## src/design/fnm_pkg.sv

```systemverilog
// fnm_pkg: shared types, register codes and the note frequency rom
`timescale 1ns / 1ps

package fnm_pkg;

  // field widths
  localparam int unsigned FREQ_W      = 17;
  localparam int unsigned NTOL_W      = 12;
  localparam int unsigned MTOL_W      = 16;
  localparam int unsigned OCT_W       = 4;
  localparam int unsigned NOTE_W      = 4;
  localparam int unsigned CFG_IDX_W   = 3;
  localparam int unsigned PROD_W      = 2 * FREQ_W;

  // rom geometry
  localparam int unsigned ROM_LEN     = 97;
  localparam int unsigned ROM_IDX_W   = $clog2(ROM_LEN);
  localparam logic [NOTE_W-1:0] NOTES_PER_OCTAVE = NOTE_W'(12);
  localparam logic [NOTE_W-1:0] LAST_NOTE        = NOTE_W'(11);

  // match test scales the best difference by 2^16
  localparam logic [FREQ_W-1:0] MTOL_SCALE = FREQ_W'(65536);

  // configuration register indexes
  localparam logic [CFG_IDX_W-1:0] REG_MIN_FREQ   = 3'd0;
  localparam logic [CFG_IDX_W-1:0] REG_MAX_FREQ   = 3'd1;
  localparam logic [CFG_IDX_W-1:0] REG_NOISE_CTR  = 3'd2;
  localparam logic [CFG_IDX_W-1:0] REG_NOISE_TOL  = 3'd3;
  localparam logic [CFG_IDX_W-1:0] REG_MATCH_TOL  = 3'd4;

  // register reset values
  localparam logic [FREQ_W-1:0] MIN_FREQ_RST  = 17'd440;
  localparam logic [FREQ_W-1:0] MAX_FREQ_RST  = 17'd66976;
  localparam logic [FREQ_W-1:0] NOISE_CTR_RST = 17'd640;
  localparam logic [NTOL_W-1:0] NOISE_TOL_RST = 12'd32;
  localparam logic [MTOL_W-1:0] MATCH_TOL_RST = 16'd6554;

  // operands of the shared cross-multiply unit
  typedef struct packed {
    logic [FREQ_W-1:0] a0;
    logic [FREQ_W-1:0] b0;
    logic [FREQ_W-1:0] a1;
    logic [FREQ_W-1:0] b1;
  } mul_ops_t;

  // note frequencies C0 upward in semitones, 1/16 Hz units
  localparam logic [FREQ_W-1:0] NOTE_ROM [ROM_LEN] = '{
    17'd262,   17'd277,   17'd294,   17'd311,   17'd330,   17'd349,
    17'd370,   17'd392,   17'd415,   17'd440,   17'd466,   17'd494,
    17'd523,   17'd554,   17'd587,   17'd622,   17'd659,   17'd698,
    17'd740,   17'd784,   17'd831,   17'd880,   17'd932,   17'd988,
    17'd1047,  17'd1109,  17'd1175,  17'd1244,  17'd1319,  17'd1397,
    17'd1480,  17'd1568,  17'd1661,  17'd1760,  17'd1864,  17'd1976,
    17'd2093,  17'd2218,  17'd2349,  17'd2490,  17'd2637,  17'd2794,
    17'd2960,  17'd3136,  17'd3323,  17'd3520,  17'd3730,  17'd3950,
    17'd4186,  17'd4435,  17'd4699,  17'd4978,  17'd5274,  17'd5587,
    17'd5920,  17'd6272,  17'd6645,  17'd7040,  17'd7459,  17'd7902,
    17'd8373,  17'd8870,  17'd9397,  17'd9957,  17'd10549, 17'd11176,
    17'd11840, 17'd12544, 17'd13290, 17'd14080, 17'd14917, 17'd15805,
    17'd16752, 17'd17744, 17'd18800, 17'd19920, 17'd21104, 17'd22352,
    17'd23680, 17'd25088, 17'd26576, 17'd28160, 17'd29840, 17'd31616,
    17'd33488, 17'd35472, 17'd37584, 17'd39824, 17'd42192, 17'd44704,
    17'd47360, 17'd50176, 17'd53152, 17'd56320, 17'd59664, 17'd63216,
    17'd66976
  };

  // absolute difference of two frequencies
  function automatic logic [FREQ_W-1:0] abs_diff(input logic [FREQ_W-1:0] a,
                                                 input logic [FREQ_W-1:0] b);
    return (a >= b) ? (a - b) : (b - a);
  endfunction

endpackage

```

## src/design/fnm_if.sv

```systemverilog
// fnm_if: valid/ready channel interfaces for frequency items and note results
`timescale 1ns / 1ps

interface fnm_in_if;
  logic                       valid;
  logic                       ready;
  logic [fnm_pkg::FREQ_W-1:0] frequency;

  modport source (output valid, output frequency, input ready);
  modport sink   (input valid, input frequency, output ready);
endinterface

interface fnm_out_if;
  logic                       valid;
  logic                       ready;
  logic                       note_valid;
  logic [fnm_pkg::OCT_W-1:0]  octave;
  logic [fnm_pkg::NOTE_W-1:0] note_index;

  modport source (output valid, output note_valid, output octave, output note_index,
                  input ready);
  modport sink   (input valid, input note_valid, input octave, input note_index,
                  output ready);
endinterface

```

## src/design/fnm_xmul.sv

```systemverilog
// fnm_xmul: shared cross-multiply unit, two registered products and a compare
`timescale 1ns / 1ps

module fnm_xmul (
  input  logic              clk_i,
  input  fnm_pkg::mul_ops_t ops_i,
  output logic              lt_o
);
  import fnm_pkg::*;

  logic [PROD_W-1:0] p0_q, p1_q;

  // both products registered before the compare
  always_ff @(posedge clk_i) begin
    p0_q <= {{FREQ_W{1'b0}}, ops_i.a0} * {{FREQ_W{1'b0}}, ops_i.b0};
    p1_q <= {{FREQ_W{1'b0}}, ops_i.a1} * {{FREQ_W{1'b0}}, ops_i.b1};
  end

  // strict compare of the products from the previous cycle
  assign lt_o = (p0_q < p1_q);

endmodule

```

## src/design/frequency_to_note_matcher_core.sv

```systemverilog
// frequency_to_note_matcher_core: nearest note search over the rom with a shared multiplier
`timescale 1ns / 1ps
//
// Usage: one frequency item (17 bits, 1/16 Hz) enters on in_if, one note result
// leaves on out_if; both channels move an item when valid and ready are high.
// A write port (cfg_we_i, cfg_idx_i, cfg_wdata_i) sets the limits, the noise band
// and the match tolerance; write it only while the block is idle.
// A rejected frequency goes from the check state straight to done. A scanned frequency
// is checked against min(TABLE_ENTRIES, 97) rom entries, the first seeding the best;
// each later entry takes a multiply and a compare state of the shared cross-multiply
// unit (multiply, then compare and update), then a final pair tests the match tolerance.
// Throughput: one item at a time; in_if.ready is high only while no search runs.
// A finished result sits in the output register; if the receiver stalls, a second
// result waits in the sequencer until the register drains, and input stays blocked.
// Reset: asynchronous, active low; clears the sequencer and the output valid and
// loads the register defaults (27.5 Hz to 4186 Hz, noise 40 Hz +- 2 Hz, tolerance 0.1).
//
module frequency_to_note_matcher_core #(
  parameter int unsigned TABLE_ENTRIES = 97
) (
  input  logic                              clk_i,
  input  logic                              rst_ni,
  input  logic                              cfg_we_i,
  input  logic [fnm_pkg::CFG_IDX_W-1:0]     cfg_idx_i,
  input  logic [fnm_pkg::FREQ_W-1:0]        cfg_wdata_i,
  fnm_in_if.sink                            in_if,
  fnm_out_if.source                         out_if
);
  import fnm_pkg::*;

  localparam int unsigned SCAN_N = (TABLE_ENTRIES < ROM_LEN) ? TABLE_ENTRIES : ROM_LEN;
  localparam int unsigned IDX_W  = (SCAN_N > 1) ? $clog2(SCAN_N) : 1;
  localparam logic [IDX_W-1:0] LAST_IDX = IDX_W'(SCAN_N - 1);

  typedef enum logic [6:0] {
    ST_IDLE  = 7'b0000001,
    ST_CHECK = 7'b0000010,
    ST_MUL   = 7'b0000100,
    ST_CMP   = 7'b0001000,
    ST_FMUL  = 7'b0010000,
    ST_FCMP  = 7'b0100000,
    ST_DONE  = 7'b1000000
  } state_e;

  state_e state_q, state_d;

  // configuration registers
  logic [FREQ_W-1:0] min_freq_q, max_freq_q, noise_ctr_q;
  logic [NTOL_W-1:0] noise_tol_q;
  logic [MTOL_W-1:0] match_tol_q;

  // search datapath
  logic [FREQ_W-1:0] freq_q;
  logic [IDX_W-1:0]  idx_q;
  logic [OCT_W-1:0]  oct_cnt_q, best_oct_q;
  logic [NOTE_W-1:0] note_cnt_q, best_note_q;
  logic [FREQ_W-1:0] best_d_q, best_t_q;
  logic              match_q;

  // output register
  logic              out_valid_q;
  logic              out_match_q;
  logic [OCT_W-1:0]  out_oct_q;
  logic [NOTE_W-1:0] out_note_q;

  logic [FREQ_W-1:0] rom_val, diff;
  logic              reject, lt, in_fire, out_load;
  mul_ops_t          ops;

  // register writes
  always_ff @(posedge clk_i or negedge rst_ni) begin
    if (!rst_ni) begin
      min_freq_q  <= MIN_FREQ_RST;
      max_freq_q  <= MAX_FREQ_RST;
      noise_ctr_q <= NOISE_CTR_RST;
      noise_tol_q <= NOISE_TOL_RST;
      match_tol_q <= MATCH_TOL_RST;
    end else if (cfg_we_i) begin
      case (cfg_idx_i)
        REG_MIN_FREQ:  min_freq_q  <= cfg_wdata_i;
        REG_MAX_FREQ:  max_freq_q  <= cfg_wdata_i;
        REG_NOISE_CTR: noise_ctr_q <= cfg_wdata_i;
        REG_NOISE_TOL: noise_tol_q <= cfg_wdata_i[NTOL_W-1:0];
        REG_MATCH_TOL: match_tol_q <= cfg_wdata_i[MTOL_W-1:0];
        default: ;
      endcase
    end
  end

  // rom entry under test and its distance to the input
  assign rom_val = NOTE_ROM[ROM_IDX_W'(idx_q)];
  assign diff    = abs_diff(freq_q, rom_val);

  // zero, range and noise band rejection
  assign reject = (freq_q == '0) || (freq_q < min_freq_q) || (freq_q > max_freq_q) ||
                  (abs_diff(freq_q, noise_ctr_q) < {{(FREQ_W-NTOL_W){1'b0}}, noise_tol_q});

  // operand select for the shared unit: entry compare or final tolerance test
  always_comb begin
    if (state_q == ST_FMUL) begin
      ops.a0 = best_d_q;
      ops.b0 = MTOL_SCALE;
      ops.a1 = {{(FREQ_W-MTOL_W){1'b0}}, match_tol_q};
      ops.b1 = best_t_q;
    end else begin
      ops.a0 = diff;
      ops.b0 = best_t_q;
      ops.a1 = best_d_q;
      ops.b1 = rom_val;
    end
  end

  fnm_xmul u_xmul (
    .clk_i (clk_i),
    .ops_i (ops),
    .lt_o  (lt)
  );

  assign in_if.ready = (state_q == ST_IDLE);
  assign in_fire     = in_if.valid && in_if.ready;
  assign out_load    = (state_q == ST_DONE) && (!out_valid_q || out_if.ready);

  // sequencer
  always_comb begin
    state_d = state_q;
    case (state_q)
      ST_IDLE:  if (in_fire) state_d = ST_CHECK;
      ST_CHECK: state_d = reject ? ST_DONE : ST_MUL;
      ST_MUL:   state_d = ST_CMP;
      ST_CMP:   state_d = (idx_q == LAST_IDX) ? ST_FMUL : ST_MUL;
      ST_FMUL:  state_d = ST_FCMP;
      ST_FCMP:  state_d = ST_DONE;
      ST_DONE:  if (out_load) state_d = ST_IDLE;
      default:  state_d = ST_IDLE;
    endcase
  end

  always_ff @(posedge clk_i or negedge rst_ni) begin
    if (!rst_ni) begin
      state_q <= ST_IDLE;
    end else begin
      state_q <= state_d;
    end
  end

  // search registers
  always_ff @(posedge clk_i) begin
    case (state_q)
      ST_IDLE: begin
        if (in_fire) begin
          freq_q <= in_if.frequency;
          idx_q  <= '0;
        end
      end
      ST_CHECK: begin
        // first entry seeds the best candidate
        match_q     <= 1'b0;
        best_d_q    <= diff;
        best_t_q    <= rom_val;
        best_oct_q  <= '0;
        best_note_q <= '0;
        idx_q       <= IDX_W'(1);
        oct_cnt_q   <= '0;
        note_cnt_q  <= NOTE_W'(1);
      end
      ST_CMP: begin
        // smaller relative difference wins, ties keep the earlier entry
        if (lt) begin
          best_d_q    <= diff;
          best_t_q    <= rom_val;
          best_oct_q  <= oct_cnt_q;
          best_note_q <= note_cnt_q;
        end
        idx_q <= idx_q + IDX_W'(1);
        if (note_cnt_q == LAST_NOTE) begin
          note_cnt_q <= '0;
          oct_cnt_q  <= oct_cnt_q + OCT_W'(1);
        end else begin
          note_cnt_q <= note_cnt_q + NOTE_W'(1);
        end
      end
      ST_FCMP: match_q <= lt;
      default: ;
    endcase
  end

  // output register
  always_ff @(posedge clk_i or negedge rst_ni) begin
    if (!rst_ni) begin
      out_valid_q <= 1'b0;
    end else if (out_load) begin
      out_valid_q <= 1'b1;
    end else if (out_if.ready) begin
      out_valid_q <= 1'b0;
    end
  end

  always_ff @(posedge clk_i) begin
    if (out_load) begin
      out_match_q <= match_q;
      out_oct_q   <= match_q ? best_oct_q : '0;
      out_note_q  <= match_q ? best_note_q : '0;
    end
  end

  assign out_if.valid      = out_valid_q;
  assign out_if.note_valid = out_match_q;
  assign out_if.octave     = out_oct_q;
  assign out_if.note_index = out_note_q;

endmodule

```

## src/flat_wrapper.sv

```systemverilog
// flat-port wrapper written by rule: the top's interface ports become plain ports
module frequency_to_note_matcher_core_flat import fnm_pkg::*;
#(
  parameter int unsigned TABLE_ENTRIES = 97
)
  (clk_i, rst_ni, cfg_we_i, cfg_idx_i, cfg_wdata_i, in_if_valid, in_if_frequency, in_if_ready, out_if_valid, out_if_note_valid, out_if_octave, out_if_note_index, out_if_ready);
  fnm_in_if in_if_i ();
  fnm_out_if out_if_i ();
  input  logic clk_i;
  input  logic rst_ni;
  input  logic cfg_we_i;
  input  logic [fnm_pkg::CFG_IDX_W-1:0] cfg_idx_i;
  input  logic [fnm_pkg::FREQ_W-1:0] cfg_wdata_i;
  input wire logic [$bits(in_if_i.valid)-1:0] in_if_valid;
  input wire logic [$bits(in_if_i.frequency)-1:0] in_if_frequency;
  output wire logic [$bits(in_if_i.ready)-1:0] in_if_ready;
  output wire logic [$bits(out_if_i.valid)-1:0] out_if_valid;
  output wire logic [$bits(out_if_i.note_valid)-1:0] out_if_note_valid;
  output wire logic [$bits(out_if_i.octave)-1:0] out_if_octave;
  output wire logic [$bits(out_if_i.note_index)-1:0] out_if_note_index;
  input wire logic [$bits(out_if_i.ready)-1:0] out_if_ready;
  assign in_if_i.valid = in_if_valid;
  assign in_if_i.frequency = in_if_frequency;
  assign in_if_ready = in_if_i.ready;
  assign out_if_valid = out_if_i.valid;
  assign out_if_note_valid = out_if_i.note_valid;
  assign out_if_octave = out_if_i.octave;
  assign out_if_note_index = out_if_i.note_index;
  assign out_if_i.ready = out_if_ready;
  frequency_to_note_matcher_core #(.TABLE_ENTRIES(TABLE_ENTRIES)) u_core (.clk_i(clk_i), .rst_ni(rst_ni), .cfg_we_i(cfg_we_i), .cfg_idx_i(cfg_idx_i), .cfg_wdata_i(cfg_wdata_i), .in_if(in_if_i), .out_if(out_if_i));
endmodule
```

## config.mk

```make
export PLATFORM = sky130hd
export DESIGN_NAME = frequency_to_note_matcher_core_flat
export DESIGN_NICKNAME = d
export VERILOG_FILES = /design/src/design/fnm_pkg.sv /design/src/design/fnm_if.sv /design/src/design/fnm_xmul.sv /design/src/design/frequency_to_note_matcher_core.sv /design/src/flat_wrapper.sv
export SDC_FILE = /design/constraint.sdc
export NUM_CORES = 2
export LEC_CHECK = 0
export ABC_AREA = 1
export BUFFER_PORTS_ARGS = -buffer_cell sky130_fd_sc_hd__clkbuf_2
export CAP_MARGIN = 25
export CORE_MARGIN = 1.5
export CORE_UTILIZATION = 25
export CTS_CLUSTER_DIAMETER = 150
export CTS_CLUSTER_SIZE = 12
export DETAILED_ROUTE_END_ITERATION = 7
export MAX_ROUTING_LAYER = met4
export SLEW_MARGIN = 20
export SYNTH_ARGS = -nofsm -noshare
export SYNTH_HDL_FRONTEND = slang
export SYNTH_SLANG_ARGS = --single-unit
```

## constraint.sdc

```tcl
create_clock -name clk_i -period 9.6 [get_ports clk_i]
set_clock_uncertainty 0.2 [all_clocks]
set_input_delay 0.48 -clock clk_i [delete_from_list [all_inputs] [get_ports clk_i]]
set_output_delay 0.48 -clock clk_i [all_outputs]
set_load 0.01 [all_outputs]
```

==> reports/metrics.cfg <==
[outcome]
status=finished, final reports clean

[detailed_routing]
drc=0
firstDrtPassIters=6
ant_nets=0
routed_wl_mm=112
drt_iter0_markers=2366
vias=28800
wl_per_cell_um=17.9
vias_per_cell=4.58

[worst_setup_path]
crit_type=flop to flop
crit_required_ns=9.88
critPathMaxFanout=7
path_buf_inv=8
cpMostUsedCell=fa_1
worstSetupPathDepth=36
critPathLaunchType=flop
worstPathArrival_ns=9.53
setup.worst_path.end_class=flop
r2r_cells=36
crit_family=adder cells
critPathMaxStageDelay_ns=0.56
cp_slowest_cell=fa_2

[global_routing]
grt_overflow=0
grt_pass1_wl_mm=172
grt_max_degree=46
antenna_found_initial=0
grt_pass1_vias=29000
grtUsageTotal_pct=16.4

[cts]
htreeDepth=1
cts_buffers=24
cts_root_buffer=clkbuf_16
clock_sinks=239
cts_tree=built
path_clk_slew_ns=0.08
clockBufferDepth=3
clk_latency_ns=0.59

[die]
die_w_um=373
core-area_um2=136000
dieArea_um2=139000
ios=53
rows=135
start_util_pct=25.2
die_h_um=373

[layout]
diodes=0
final-seq-area_um2=6090
nFillCells=14600
layout.nets=5356
post-route-util_pct=28.4
syn_to_final_growth_pct=12.3
drive_gt1_share_pct=8.85
multiInputGateArea_um2=24000

[worst_hold_path]
min_path_cells=3
hold_path_class=input pin to flop

[sta]
finalCritPeriodShare_pct=96.4
slew_headroom_pct=31.8
final-max-slew-violation-count=0
setup_viol=0
timing.fmax_ghz=0.108
tightestPinTransition_ns=1.02
hold_violations=0
period_minus_slack_ns=9.25

[place]
place.gp.congestion=0.968
dp_hpwl_mm=93.0
port_buffers=52

[synthesis]
yosysWarnings=0
synthCells=4340
seq_area_frac_synth_pct=17.8
synth-seq-cells=239
synth_area_um2=34200
ys_async_sr_fraction_pct=36.4
postSynthAreaPerCell_um2=7.89
synthesis.nets=5206
ys_types=66
synth_edf_count=84
ys.flop_type=edfxtp_1

[flow_run]
drv_cap=0

[cell usage in the layout (no fill, tap or decap), types with 7 or more instances in the layout]
cell,instances
nand2_2,20
fa_1,451
dfxtp_1,68
inv_1,950
nor2_1,364
nand3_1,83
a21o_1,14
clkbuf_1,15
a21oi_1,166
nand2_4,7
ha_1,364
inv_2,30
dfstp_2,21
nor2_2,16
a31oi_1,8
clkbuf_16,26
o21ai_2,12
o21bai_1,19
edfxtp_1,84
nor4_1,14
nand2_1,977
o21ai_0,181
dlygate4sd3_1,19
clkinv_1,7
nor3_1,23
clkbuf_2,51
buf_4,160
xor2_1,77
or2_2,10
dfrtp_1,66
a21boi_0,8
o21ai_1,30
xnor2_1,21
o31ai_1,11
o211ai_1,13
nand4_1,29
a21oi_2,9
[sequential cells by signal (all words and copies together) (netlist names), 4 cells and up]
name	count
u_core.noise_tol_q	12
u_core.u_xmul.p0_q	34
u_core.oct_cnt_q	4
u_core.out_if.note_index	4
u_core.out_if.octave	4
u_core.noise_ctr_q	17
u_core.freq_q	17
u_core.best_t_q	17
u_core.best_note_q	4
u_core.note_cnt_q	4
u_core.idx_q	7
u_core.best_oct_q	4
u_core.match_tol_q	16
u_core.max_freq_q	17
u_core.best_d_q	17
u_core.u_xmul.p1_q	34
u_core.state_q	7
u_core.min_freq_q	17
[area by class of cell]
cell class                 instances  share of cell area, %
clock buffer                      41                   1.84
clock inverter                     1                 0.0228
inverter                         994                   9.77
multi-input combinational       2996                   62.3
sequential                       239                   15.8
tap                             1781                   5.79
timing repair buffer             235                   4.41
[timing repair]
| item | 4_1_cts | 5_1_grt |
|---|---|---|
| hold endpoints to repair | 54 | 0 |
| endpoints found under the setup margin | 0 | 20 |
| hold buffers | 19 | 0 |
| buffers inserted | 0 | 14 |
| gates resized for setup | 0 | 42 |
[per-layer routing]
metal  GRT usage (%)  part of all wire, %  up-vias
met2            25.0                   44     1016
li1                -                    -    13500
met5               -                    0        -
met4            4.25                  2.9        0
met1            22.1                   45    14100
met3            3.24                  7.7      160
[worst reg2reg max path, delay by kind of cell, from the launching register on]
family	cells	cell delay, ns
xor gates and xnor gates	1	0.15
buffers and inverters	8	0.88
and+or+nand+nor	7	1.06
adders and majority gates	10	4.18
AOI/OAI and AO/OA	10	2.18
DFF	1	0.49
[synthesized netlist by cell type (23+ instances only)]
cell | number | area, µm²
a21oi_1 | 175 | 876
buf_2 | 49 | 245
clkbuf_1 | 41 | 154
dfrtp_1 | 66 | 1650
dfxtp_1 | 68 | 1360
edfxtp_1 | 84 | 2520
fa_1 | 452 | 9050
ha_1 | 372 | 4650
inv_1 | 957 | 3590
inv_2 | 29 | 109
nand2_1 | 978 | 3670
nand3_1 | 84 | 420
nand4_1 | 29 | 181
nor2_1 | 366 | 1370
nor3_1 | 23 | 115
o21ai_0 | 187 | 936
o21ai_1 | 24 | 120
xor2_1 | 77 | 674
[cell families (layout without fill, tap and decap cells)]
| group | after synthesis | count (layout) | share of synthesized area, % |
|---|---|---|---|
| simple gates | 1559 | 1559 | 18.5 |
| buf+inv | 1105 | 1271 | 12.6 |
| xor+xnor | 98 | 98 | 2.51 |
| flops | 239 | 239 | 17.8 |
| compound gates | 515 | 515 | 8.61 |
| fa+ha+maj | 824 | 824 | 40.0 |
[stage by stage]
step	hold WS (ns)	setup TNS (ns)	area, µm²	instances	worst slack [ns]
floorplan	-0.0156	0	34200	4340	1.36
global placement	0.264	0	37300	6208	0.264
detailed placement	0.268	0	37300	6209	0.217
CTS	0.0295	0	38200	6270	0.134
global route	0.0574	-0.0275	38500	6287	-0.0198
finish	0.0550	0	38500	6287	0.350
[path summary, 6_finish.rpt]
kind,from,end,slack [ns]
min in group asynchronous,rst_ni,u_core.noise_ctr_q[11],0.24
hold reg to reg,u_core.state_q[3],u_core.state_q[3],0.28
setup reg to reg,u_core.idx_q[0],u_core.u_xmul.p0_q[30],0.35
setup / recovery,u_core.idx_q[0],u_core.u_xmul.p0_q[30],0.35
max in group asynchronous,rst_ni,u_core.out_if.valid,7.82
hold / removal,cfg_wdata_i[16],u_core.max_freq_q[16],0.05
Power is not shown: default switching activity piles up to over one toggle a cycle in this logic, so the estimate is an artifact.
